--- src/sv/dft_pkg.sv ---
`timescale 1ns / 1ps
`default_nettype none

package dft_pkg;

  // Motor count and line view
  localparam int NUM_MOTORS  = 4;
  localparam int LINE_W      = 4;
  localparam int NUM_LINES   = (NUM_MOTORS < LINE_W) ? NUM_MOTORS : LINE_W;
  localparam int START_MOTOR = 3;

  // Field widths
  localparam int MOTOR_W   = 2;
  localparam int THR_W     = 16;
  localparam int CMD_W     = 6;
  localparam int IDLE_W    = 10;
  localparam int SPAN_W    = 11;
  localparam int VALUE_W   = 11;
  localparam int OFFSET_W  = 12;
  localparam int FRAME_W   = 16;
  localparam int TIME_W    = 16;
  localparam int BIT_CNT_W = $clog2(FRAME_W);
  localparam int PROD_W    = THR_W + SPAN_W;

  // Stream packing
  localparam int S_TDATA_W = 32;
  localparam int S_TUSER_W = 2;
  localparam int M_TDATA_W = 8;
  localparam int MOTOR_LSB = 0;
  localparam int THR_LSB   = MOTOR_LSB + MOTOR_W;
  localparam int CMD_LSB   = THR_LSB + THR_W;
  localparam int STOP_BIT  = CMD_LSB + CMD_W;
  localparam int BUSY_BIT  = LINE_W;

  // Register port
  localparam int PADDR_W  = 5;
  localparam int PDATA_W  = 32;
  localparam int REG_IDX_W = 3;

  // Queue between front and back
  localparam int QUEUE_DEPTH = 2;
  localparam int QPTR_W      = $clog2(QUEUE_DEPTH);
  localparam int QCNT_W      = $clog2(QUEUE_DEPTH + 1);

  // Throttle mapping constants
  localparam logic [IDLE_W-1:0]   IDLE_MAX   = 10'd1000;
  localparam logic [SPAN_W-1:0]   SPAN_BIDIR = 11'd1000;
  localparam logic [SPAN_W-1:0]   SPAN_UNI   = 11'd2001;
  localparam logic [SPAN_W-1:0]   SPAN_ONE   = 11'd1000;
  localparam logic [SPAN_W-1:0]   SPAN_TWO   = 11'd2000;
  localparam logic [OFFSET_W-1:0] BASE_FWD   = 12'd48;
  localparam logic [OFFSET_W-1:0] BASE_REV   = 12'd1048;
  localparam logic [OFFSET_W-1:0] VALUE_MAX  = 12'd2047;
  localparam logic [THR_W-1:0]    CAP_FIRST  = 16'd65471;

  // Reset values of the registers
  localparam logic [IDLE_W-1:0] IDLE_RST     = 10'd30;
  localparam logic [TIME_W-1:0] PERIOD_RST   = 16'd559;
  localparam logic [TIME_W-1:0] ZERO_HI_RST  = 16'd167;
  localparam logic [TIME_W-1:0] ONE_HI_RST   = 16'd335;

  typedef enum logic [1:0] {
    OP_LOAD = 2'd0,
    OP_CMD  = 2'd1,
    OP_TICK = 2'd2,
    OP_NONE = 2'd3
  } op_e;

  typedef enum logic [REG_IDX_W-1:0] {
    REG_IDLE     = 3'd0,
    REG_BIDIR    = 3'd1,
    REG_REVERSE  = 3'd2,
    REG_PERIOD   = 3'd3,
    REG_ZERO_HI  = 3'd4,
    REG_ONE_HI   = 3'd5
  } reg_e;

  typedef struct packed {
    logic [IDLE_W-1:0] idle_lift;
    logic              bidirectional;
    logic              reverse_direction;
    logic [TIME_W-1:0] bit_period;
    logic [TIME_W-1:0] zero_high_time;
    logic [TIME_W-1:0] one_high_time;
  } cfg_t;

  typedef struct packed {
    op_e                 op;
    logic [MOTOR_W-1:0]  motor;
    logic [VALUE_W-1:0]  scaled;
    logic [OFFSET_W-1:0] offset;
    logic                stop;
    logic [CMD_W-1:0]    cmd;
  } entry_t;

  // Pack value and telemetry bit, append nibble-XOR checksum
  function automatic logic [FRAME_W-1:0] frame_of(input logic [VALUE_W-1:0] value,
                                                  input logic tel);
    logic [VALUE_W:0] p;
    logic [3:0]       cs;
    p  = {value, tel};
    cs = p[3:0] ^ p[7:4] ^ p[11:8];
    return {p, cs};
  endfunction

endpackage

`default_nettype wire

--- src/sv/dft_regs.sv ---
`timescale 1ns / 1ps
`default_nettype none

module dft_regs (
  input  wire logic                          clk_i,
  input  wire logic                          rst_ni,
  input  wire logic                          psel,
  input  wire logic                          penable,
  input  wire logic                          pwrite,
  input  wire logic [dft_pkg::PADDR_W-1:0]   paddr,
  input  wire logic [dft_pkg::PDATA_W-1:0]   pwdata,
  output logic      [dft_pkg::PDATA_W-1:0]   prdata,
  output logic                               pready,
  output dft_pkg::cfg_t                      cfg_o
);

  dft_pkg::cfg_t  cfg_q, cfg_d;
  dft_pkg::reg_e  idx;
  logic           wr_en;

  assign pready = 1'b1;
  assign idx    = dft_pkg::reg_e'(paddr[dft_pkg::PADDR_W-1:2]);
  assign wr_en  = psel && penable && pwrite;
  assign cfg_o  = cfg_q;

  // Decode a register write
  always_comb begin
    cfg_d = cfg_q;
    if (wr_en) begin
      case (idx)
        dft_pkg::REG_IDLE:    cfg_d.idle_lift         = pwdata[dft_pkg::IDLE_W-1:0];
        dft_pkg::REG_BIDIR:   cfg_d.bidirectional     = pwdata[0];
        dft_pkg::REG_REVERSE: cfg_d.reverse_direction = pwdata[0];
        dft_pkg::REG_PERIOD:  cfg_d.bit_period        = pwdata[dft_pkg::TIME_W-1:0];
        dft_pkg::REG_ZERO_HI: cfg_d.zero_high_time    = pwdata[dft_pkg::TIME_W-1:0];
        dft_pkg::REG_ONE_HI:  cfg_d.one_high_time     = pwdata[dft_pkg::TIME_W-1:0];
        default: ;
      endcase
    end
  end

  // Read back
  always_comb begin
    prdata = '0;
    case (idx)
      dft_pkg::REG_IDLE:    prdata[dft_pkg::IDLE_W-1:0] = cfg_q.idle_lift;
      dft_pkg::REG_BIDIR:   prdata[0]                   = cfg_q.bidirectional;
      dft_pkg::REG_REVERSE: prdata[0]                   = cfg_q.reverse_direction;
      dft_pkg::REG_PERIOD:  prdata[dft_pkg::TIME_W-1:0] = cfg_q.bit_period;
      dft_pkg::REG_ZERO_HI: prdata[dft_pkg::TIME_W-1:0] = cfg_q.zero_high_time;
      dft_pkg::REG_ONE_HI:  prdata[dft_pkg::TIME_W-1:0] = cfg_q.one_high_time;
      default: ;
    endcase
  end

  always_ff @(posedge clk_i or negedge rst_ni) begin
    if (!rst_ni) begin
      cfg_q.idle_lift         <= dft_pkg::IDLE_RST;
      cfg_q.bidirectional     <= 1'b1;
      cfg_q.reverse_direction <= 1'b0;
      cfg_q.bit_period        <= dft_pkg::PERIOD_RST;
      cfg_q.zero_high_time    <= dft_pkg::ZERO_HI_RST;
      cfg_q.one_high_time     <= dft_pkg::ONE_HI_RST;
    end else begin
      cfg_q <= cfg_d;
    end
  end

endmodule

`default_nettype wire

--- src/sv/dft_front.sv ---
`timescale 1ns / 1ps
`default_nettype none

module dft_front (
  input  wire logic [dft_pkg::S_TDATA_W-1:0] tdata_i,
  input  wire logic [dft_pkg::S_TUSER_W-1:0] tuser_i,
  input  wire dft_pkg::cfg_t                 cfg_i,
  output dft_pkg::entry_t                    entry_o
);

  logic [dft_pkg::IDLE_W-1:0]   idle;
  logic [dft_pkg::SPAN_W-1:0]   span;
  logic [dft_pkg::OFFSET_W-1:0] offset;
  logic [dft_pkg::THR_W-1:0]    thr;
  logic [dft_pkg::PROD_W-1:0]   prod;
  logic [dft_pkg::SPAN_W-1:0]   cap;
  logic [1:0]                   cap_dec;

  assign thr = tdata_i[dft_pkg::THR_LSB +: dft_pkg::THR_W];

  // Clamp the idle offset and pick span and base for the mapping mode
  always_comb begin
    idle = (cfg_i.idle_lift > dft_pkg::IDLE_MAX) ? dft_pkg::IDLE_MAX : cfg_i.idle_lift;
    if (cfg_i.bidirectional) begin
      span   = dft_pkg::SPAN_BIDIR - {1'b0, idle};
      offset = (cfg_i.reverse_direction ? dft_pkg::BASE_REV : dft_pkg::BASE_FWD)
               + {2'b00, idle};
    end else begin
      span   = dft_pkg::SPAN_UNI - {idle, 1'b0};
      offset = dft_pkg::BASE_FWD + {1'b0, idle, 1'b0};
    end
  end

  // Scale the fraction; from CAP_FIRST up use span - ceil(span/1000)
  assign prod = thr * span;

  always_comb begin
    if (span == '0)                   cap_dec = 2'd0;
    else if (span <= dft_pkg::SPAN_ONE) cap_dec = 2'd1;
    else if (span <= dft_pkg::SPAN_TWO) cap_dec = 2'd2;
    else                              cap_dec = 2'd3;
    cap = span - {{(dft_pkg::SPAN_W-2){1'b0}}, cap_dec};
  end

  // Classify the item into a queue entry
  always_comb begin
    entry_o.op     = dft_pkg::op_e'(tuser_i);
    entry_o.motor  = tdata_i[dft_pkg::MOTOR_LSB +: dft_pkg::MOTOR_W];
    entry_o.scaled = (thr >= dft_pkg::CAP_FIRST) ? cap
                     : prod[dft_pkg::PROD_W-1 -: dft_pkg::VALUE_W];
    entry_o.offset = offset;
    entry_o.stop   = tdata_i[dft_pkg::STOP_BIT];
    entry_o.cmd    = tdata_i[dft_pkg::CMD_LSB +: dft_pkg::CMD_W];
  end

endmodule

`default_nettype wire

--- src/sv/dft_queue.sv ---
`timescale 1ns / 1ps
`default_nettype none

module dft_queue (
  input  wire logic             clk_i,
  input  wire logic             rst_ni,
  input  wire logic             push_i,
  input  wire dft_pkg::entry_t  entry_i,
  output logic                  full_o,
  input  wire logic             pop_i,
  output logic                  valid_o,
  output dft_pkg::entry_t       head_o
);

  dft_pkg::entry_t                 slot_q [dft_pkg::QUEUE_DEPTH];
  logic [dft_pkg::QPTR_W-1:0]      wr_ptr_q, wr_ptr_d;
  logic [dft_pkg::QPTR_W-1:0]      rd_ptr_q, rd_ptr_d;
  logic [dft_pkg::QCNT_W-1:0]      count_q, count_d;

  assign full_o  = (count_q == dft_pkg::QCNT_W'(dft_pkg::QUEUE_DEPTH));
  assign valid_o = (count_q != '0);
  assign head_o  = slot_q[rd_ptr_q];

  // Advance pointers and occupancy
  always_comb begin
    wr_ptr_d = wr_ptr_q;
    rd_ptr_d = rd_ptr_q;
    count_d  = count_q;
    if (push_i) begin
      wr_ptr_d = (wr_ptr_q == dft_pkg::QPTR_W'(dft_pkg::QUEUE_DEPTH - 1)) ? '0
                 : wr_ptr_q + 1'b1;
    end
    if (pop_i) begin
      rd_ptr_d = (rd_ptr_q == dft_pkg::QPTR_W'(dft_pkg::QUEUE_DEPTH - 1)) ? '0
                 : rd_ptr_q + 1'b1;
    end
    if (push_i && !pop_i) begin
      count_d = count_q + 1'b1;
    end else if (!push_i && pop_i) begin
      count_d = count_q - 1'b1;
    end
  end

  always_ff @(posedge clk_i or negedge rst_ni) begin
    if (!rst_ni) begin
      wr_ptr_q <= '0;
      rd_ptr_q <= '0;
      count_q  <= '0;
    end else begin
      wr_ptr_q <= wr_ptr_d;
      rd_ptr_q <= rd_ptr_d;
      count_q  <= count_d;
    end
  end

  // Store entries
  always_ff @(posedge clk_i) begin
    if (push_i) begin
      slot_q[wr_ptr_q] <= entry_i;
    end
  end

endmodule

`default_nettype wire

--- src/sv/dft_back.sv ---
`timescale 1ns / 1ps
`default_nettype none

module dft_back (
  input  wire logic                        clk_i,
  input  wire logic                        rst_ni,
  input  wire dft_pkg::cfg_t               cfg_i,
  input  wire logic                        valid_i,
  input  wire dft_pkg::entry_t             entry_i,
  output logic                             pop_o,
  output logic                             out_valid_o,
  input  wire logic                        out_ready_i,
  output logic [dft_pkg::LINE_W-1:0]       levels_o,
  output logic                             busy_o,
  output logic                             done_o
);

  logic [dft_pkg::FRAME_W-1:0]   staged_q [dft_pkg::NUM_MOTORS];
  logic [dft_pkg::FRAME_W-1:0]   staged_d [dft_pkg::NUM_MOTORS];
  logic [dft_pkg::FRAME_W-1:0]   shift_q  [dft_pkg::NUM_MOTORS];
  logic [dft_pkg::FRAME_W-1:0]   shift_d  [dft_pkg::NUM_MOTORS];
  logic [dft_pkg::BIT_CNT_W-1:0] bit_cnt_q, bit_cnt_d;
  logic [dft_pkg::TIME_W-1:0]    tick_cnt_q, tick_cnt_d;
  logic                          sending_q, sending_d;

  logic                          out_valid_q;
  logic [dft_pkg::LINE_W-1:0]    levels_q, levels_d;
  logic                          busy_q;
  logic                          done_q, done_d;

  logic [dft_pkg::OFFSET_W-1:0]  sum;
  logic [dft_pkg::VALUE_W-1:0]   value;
  logic [dft_pkg::FRAME_W-1:0]   load_frame;
  logic [dft_pkg::FRAME_W-1:0]   cmd_frame;
  logic [dft_pkg::TIME_W-1:0]    period;
  logic [dft_pkg::TIME_W-1:0]    tick_inc;
  logic                          start;
  logic                          view_now;
  logic [dft_pkg::TIME_W-1:0]    high;
  logic [dft_pkg::TIME_W-1:0]    view_tick;
  logic                          view_send;
  logic [dft_pkg::FRAME_W-1:0]   view_frame;

  assign pop_o       = valid_i && (!out_valid_q || out_ready_i);
  assign out_valid_o = out_valid_q;
  assign levels_o    = levels_q;
  assign busy_o      = busy_q;
  assign done_o      = done_q;

  // Finish the throttle value and build both frame kinds
  always_comb begin
    sum        = entry_i.offset + {1'b0, entry_i.scaled};
    value      = (sum > dft_pkg::VALUE_MAX) ? dft_pkg::VALUE_MAX[dft_pkg::VALUE_W-1:0]
                 : sum[dft_pkg::VALUE_W-1:0];
    if (entry_i.stop) value = '0;
    load_frame = dft_pkg::frame_of(value, 1'b0);
    cmd_frame  = dft_pkg::frame_of({{(dft_pkg::VALUE_W-dft_pkg::CMD_W){1'b0}}, entry_i.cmd},
                                   1'b1);
    period     = (cfg_i.bit_period == '0) ? dft_pkg::TIME_W'(1) : cfg_i.bit_period;
    tick_inc   = tick_cnt_q + 1'b1;
  end

  // Execute one entry on the frame state
  always_comb begin
    staged_d   = staged_q;
    shift_d    = shift_q;
    bit_cnt_d  = bit_cnt_q;
    tick_cnt_d = tick_cnt_q;
    sending_d  = sending_q;
    done_d     = 1'b0;
    start      = 1'b0;
    case (entry_i.op)
      dft_pkg::OP_LOAD: begin
        for (int m = 0; m < dft_pkg::NUM_MOTORS; m++) begin
          if (int'(entry_i.motor) == m) staged_d[m] = load_frame;
        end
        start = (int'(entry_i.motor) == dft_pkg::START_MOTOR);
      end
      dft_pkg::OP_CMD: begin
        for (int m = 0; m < dft_pkg::NUM_MOTORS; m++) begin
          staged_d[m] = cmd_frame;
        end
        start = 1'b1;
      end
      dft_pkg::OP_TICK: begin
        if (sending_q) begin
          if (tick_inc >= period) begin
            tick_cnt_d = '0;
            for (int m = 0; m < dft_pkg::NUM_MOTORS; m++) begin
              shift_d[m] = {shift_q[m][dft_pkg::FRAME_W-2:0], 1'b0};
            end
            if (bit_cnt_q == dft_pkg::BIT_CNT_W'(dft_pkg::FRAME_W - 1)) begin
              bit_cnt_d = '0;
              sending_d = 1'b0;
              done_d    = 1'b1;
            end else begin
              bit_cnt_d = bit_cnt_q + 1'b1;
            end
          end else begin
            tick_cnt_d = tick_inc;
          end
        end
      end
      default: ;
    endcase
    if (start) begin
      shift_d    = staged_d;
      bit_cnt_d  = '0;
      tick_cnt_d = '0;
      sending_d  = 1'b1;
    end
  end

  // Line levels: a tick shows the state before it, other items the state after
  always_comb begin
    view_now  = (entry_i.op == dft_pkg::OP_TICK);
    view_tick = view_now ? tick_cnt_q : tick_cnt_d;
    view_send = view_now ? sending_q : sending_d;
    levels_d  = '0;
    high      = '0;
    view_frame = '0;
    for (int m = 0; m < dft_pkg::NUM_LINES; m++) begin
      view_frame = view_now ? shift_q[m] : shift_d[m];
      high = view_frame[dft_pkg::FRAME_W-1] ? cfg_i.one_high_time : cfg_i.zero_high_time;
      levels_d[m] = view_send && (view_tick < high);
    end
  end

  // Frame state
  always_ff @(posedge clk_i or negedge rst_ni) begin
    if (!rst_ni) begin
      for (int m = 0; m < dft_pkg::NUM_MOTORS; m++) begin
        staged_q[m] <= '0;
        shift_q[m]  <= '0;
      end
      bit_cnt_q  <= '0;
      tick_cnt_q <= '0;
      sending_q  <= 1'b0;
    end else if (pop_o) begin
      staged_q   <= staged_d;
      shift_q    <= shift_d;
      bit_cnt_q  <= bit_cnt_d;
      tick_cnt_q <= tick_cnt_d;
      sending_q  <= sending_d;
    end
  end

  // Output register: hold while the result is stalled
  always_ff @(posedge clk_i or negedge rst_ni) begin
    if (!rst_ni) begin
      out_valid_q <= 1'b0;
    end else if (pop_o) begin
      out_valid_q <= 1'b1;
    end else if (out_ready_i) begin
      out_valid_q <= 1'b0;
    end
  end

  always_ff @(posedge clk_i) begin
    if (pop_o) begin
      levels_q <= levels_d;
      busy_q   <= sending_d;
      done_q   <= done_d;
    end
  end

endmodule

`default_nettype wire

--- src/sv/dshot_frame_transmitter_top.sv ---
// Two register stages, the queue and the output register; m_axis_tvalid is set when the
// item is popped from the queue, which waits while a stalled result is held. Throughput:
// one item per cycle while the output is not stalled; the two-entry queue and the output
// register let input and output stall independently, and the frame state updates once
// per item. Reset (rst_ni low, asynchronous): registers return to their defaults, staged
// and shifting frames and counters clear, m_axis_tvalid drops and the queue empties.
`timescale 1ns / 1ps
`default_nettype none

module dshot_frame_transmitter_top (
  input  wire logic                           clk_i,
  input  wire logic                           rst_ni,
  // Input stream
  input  wire logic                           s_axis_tvalid,
  output logic                                s_axis_tready,
  // motor[1:0], throttle[17:2], command[23:18], motors_stop[24], zero[31:25]
  input  wire logic [dft_pkg::S_TDATA_W-1:0]  s_axis_tdata,
  // operation[1:0]
  input  wire logic [dft_pkg::S_TUSER_W-1:0]  s_axis_tuser,
  // Output stream
  output logic                                m_axis_tvalid,
  input  wire logic                           m_axis_tready,
  // line_levels[3:0], busy_res[4], zero[7:5]
  output logic      [dft_pkg::M_TDATA_W-1:0]  m_axis_tdata,
  // frame_done
  output logic                                m_axis_tlast,
  // Register port
  input  wire logic                           psel,
  input  wire logic                           penable,
  input  wire logic                           pwrite,
  input  wire logic [dft_pkg::PADDR_W-1:0]    paddr,
  input  wire logic [dft_pkg::PDATA_W-1:0]    pwdata,
  output logic      [dft_pkg::PDATA_W-1:0]    prdata,
  output logic                                pready
);

  dft_pkg::cfg_t                 cfg;
  dft_pkg::entry_t               front_entry;
  dft_pkg::entry_t               head_entry;
  logic                          q_full;
  logic                          q_valid;
  logic                          q_pop;
  logic                          push;
  logic [dft_pkg::LINE_W-1:0]    levels;
  logic                          busy;

  assign s_axis_tready = !q_full;
  assign push          = s_axis_tvalid && s_axis_tready;
  assign m_axis_tdata  = {{(dft_pkg::M_TDATA_W-dft_pkg::LINE_W-1){1'b0}}, busy, levels};

  dft_regs u_regs (
    .clk_i   (clk_i),
    .rst_ni  (rst_ni),
    .psel    (psel),
    .penable (penable),
    .pwrite  (pwrite),
    .paddr   (paddr),
    .pwdata  (pwdata),
    .prdata  (prdata),
    .pready  (pready),
    .cfg_o   (cfg)
  );

  dft_front u_front (
    .tdata_i (s_axis_tdata),
    .tuser_i (s_axis_tuser),
    .cfg_i   (cfg),
    .entry_o (front_entry)
  );

  dft_queue u_queue (
    .clk_i   (clk_i),
    .rst_ni  (rst_ni),
    .push_i  (push),
    .entry_i (front_entry),
    .full_o  (q_full),
    .pop_i   (q_pop),
    .valid_o (q_valid),
    .head_o  (head_entry)
  );

  dft_back u_back (
    .clk_i       (clk_i),
    .rst_ni      (rst_ni),
    .cfg_i       (cfg),
    .valid_i     (q_valid),
    .entry_i     (head_entry),
    .pop_o       (q_pop),
    .out_valid_o (m_axis_tvalid),
    .out_ready_i (m_axis_tready),
    .levels_o    (levels),
    .busy_o      (busy),
    .done_o      (m_axis_tlast)
  );

endmodule

`default_nettype wire

--- config.mk ---
export PLATFORM = sky130hd
export DESIGN_NAME = dshot_frame_transmitter_top
export DESIGN_NICKNAME = d
export VERILOG_FILES = /design/src/sv/dft_pkg.sv /design/src/sv/dft_regs.sv /design/src/sv/dft_front.sv /design/src/sv/dft_queue.sv /design/src/sv/dft_back.sv /design/src/sv/dshot_frame_transmitter_top.sv
export SDC_FILE = /design/constraint.sdc
export NUM_CORES = 1
export LEC_CHECK = 0
export ABC_AREA = 1
export BUFFER_PORTS_ARGS = -buffer_cell sky130_fd_sc_hd__buf_2
export CAP_MARGIN = 20
export CORE_ASPECT_RATIO = 1.25
export CORE_UTILIZATION = 55
export DETAILED_ROUTE_END_ITERATION = 12
export GPL_TIMING_DRIVEN = 1
export PLACE_DENSITY = 0.79
export SLEW_MARGIN = 20
export SYNTH_ARGS = -nofsm -noshare
export SYNTH_HDL_FRONTEND = slang
export SYNTH_SLANG_ARGS = --single-unit
--- constraint.sdc ---
create_clock -name clk_i -period 9.6 [get_ports clk_i]
set_clock_uncertainty 0.1 [all_clocks]
set_input_delay 0.48 -clock clk_i [delete_from_list [all_inputs] [get_ports clk_i]]
set_output_delay 0.48 -clock clk_i [all_outputs]
set_load 0.02 [all_outputs]
==> metrics <==
outcome finished, final reports clean; total number of vias 20,810; Congestion Overflow GR 0; cell family with most CP delay adder cells; pin count of the biggest net entering global routing 82; Ant. Diodes 0; Mean Syn Cell Area 7.865 um^2; initial antenna violation count 0; largest cells by area after synthesis dfrtp_1 21%, nand2_1 12%, fa_1 11%; Routed WL 62,600 um; layout cell share with drive strength beyond 1 8.068%; Via density 5.879; Buf+Inv Stages, Crit Path 7; TritonCTS clock tree done; Period minus WS final 8256 ps; cell type with the largest total area after synthesis dfrtp_1; unrepaired setup endpoints after global routing false; Core Area 41,440 um^2; period utilization 86.00%; # DRC 0; IO Port Bufs 76; setup TNS 0 ps; Seq/Total Area, Yosys 32.59%; most numerous cell in the Yosys netlist nand2_1; max-slew violations 0; Max Cap Viol 0; number of hold buffers added after CTS 12; CP dominant cell by count nand2_1; Rows 83; CTS H-tree lvls 1; drt first pass iters 8; Nets 3,328; Root Buffer clkbuf_16; Critical Path End Type flop; Num CTS Buffers 28; CTS clk-pin slew, worst paths 70 ps; final core occ 60.36%; Post-synth top flop dfrtp_1; Yosys reg bits 287; CTS sink cnt 287; Worst Path Max Fanout 13; design area 25,010 um^2; Area Overhead vs Synth 7.543%; DP Area 23,920 um^2; worst slew pin tran 1165 ps; WS Path Type reg2reg; Horiz. Die Dim 185.9 um; Post-Synthesis Cells 2,957; vias in the first global route 20,500; Initial Util 56.13%; Max Clk Rate 121.1 MHz; fraction of registers with async set/reset 74.22%; Max-Slew Margin vs Limit 21.36%; post-CTS setup buffer count 0; Yosys top cell area share 20.55%; post-cts resize count 0; Placer Congestion 1.042; drt wl/cell 17.69 um; max incr delay on CP 990 ps; Synth warnings 0; synth unique cells 64; Worst EP arrival 8490 ps; Fin. Hold Viols 0; DIE AREA 43,120 um^2; Die Height 231.9 um; Longest Clk Path Bufs 3; Clk Latency, worst-skew pair 580 ps; DP Wirelength 45,760 um; Min-Delay Path Class in2reg; antenna viol nets, final 0; post-synthesis cell area 23,260 um^2; Ports 122; DR iter-0 viols 1,989; CP max stage cell o311ai_0; final setup fails 0; CP required 9830 ps; Post-synth top cells 746 x nand2_1, 410 x inv_1, 292 x o21ai_0, 191 x dfrtp_1, 190 x nor2_1; GRT Util Overall 29.51%; first-pass GRT wire length 101,200 um; Worst setup SP type flop; number of synthesized flops with an enable pin 74
## kinds of logic after synthesis
family                     after synthesis  synth area share, %
other                                    2              0.03229
buffers and inverters                  577                9.867
and+or+nand+nor                       1099                19.33
muxes                                    6               0.2582
DFF                                    287                32.59
xor gates and xnor gates                47                1.770
adders and majority gates              285                19.40
AOI/OAI and AO/OA                      654                16.75
## layer usage
metal	wire length, um	global-route usage [%]	vias up
met5	0	0	-
met4	3054	14.57	0
met3	4041	2.368	194
met2	31700	52.06	985
met1	23800	36.02	9946
li1	-	-	9680
## path summary, 6_finish.rpt
| path | start | endpoint | slack (ps) | depth (start not counted) |
|---|---|---|---|---|
| min in group asynchronous | rst_ni | u_back.staged_q[56] | 380 | 2 |
| min | s_axis_tdata[24] | u_queue.slot_q[0][6] | 10 | 1 |
| max reg2reg | u_regs.cfg_o[55] | u_queue.slot_q[0][29] | 1340 | 34 |
| max in group asynchronous | rst_ni | u_regs.cfg_o[27] | 6790 | 4 |
| max | u_regs.cfg_o[55] | u_queue.slot_q[0][29] | 1340 | 34 |
| min reg2reg | u_queue.count_q[0] | u_queue.count_q[0] | 380 | 1 |
## cell type report
class                           count  area [um^2]
Sequential cell                   287         7580
Inverter                          427         1607
Timing Repair Buffer              110        674.4
Fill cell                        3553        16420
Tap cell                          552        690.7
Clock inverter                     16        178.9
Clock buffer                       36        792.0
Multi-Input combinational cell   2111        13490
## cells in the final DEF, fill, tap and decap left out, types with 36 or more instances in the layout
cell type	Yosys	final
a21oi_1	145	143
buf_2	15	75
dfrtp_1	191	191
edfxtp_1	74	74
fa_1	126	126
ha_1	159	159
inv_1	410	409
nand2_1	746	746
nand3_1	77	77
nor2_1	190	186
o21ai_0	292	292
o221ai_1	36	36
xor2_1	38	38
## through the flow
| step | cells | hold slack (ps) | worst slack [ps] |
|---|---|---|---|
| 2_1_floorplan | 2975 | 84.41 | 2753 |
| 5_1_grt | 3539 | 2.688 | 1159 |
| 3_3_place_gp | 3475 | 363.7 | 1572 |
| 6_report | 3539 | 14.83 | 1344 |
| 4_1_cts | 3539 | 5.049 | 1481 |
| 3_5_place_dp | 3475 | 371.6 | 1492 |
Power is left out: the tool's default activity adds up to more than one toggle a clock period on the data nets, which glitch-free logic cannot reach.
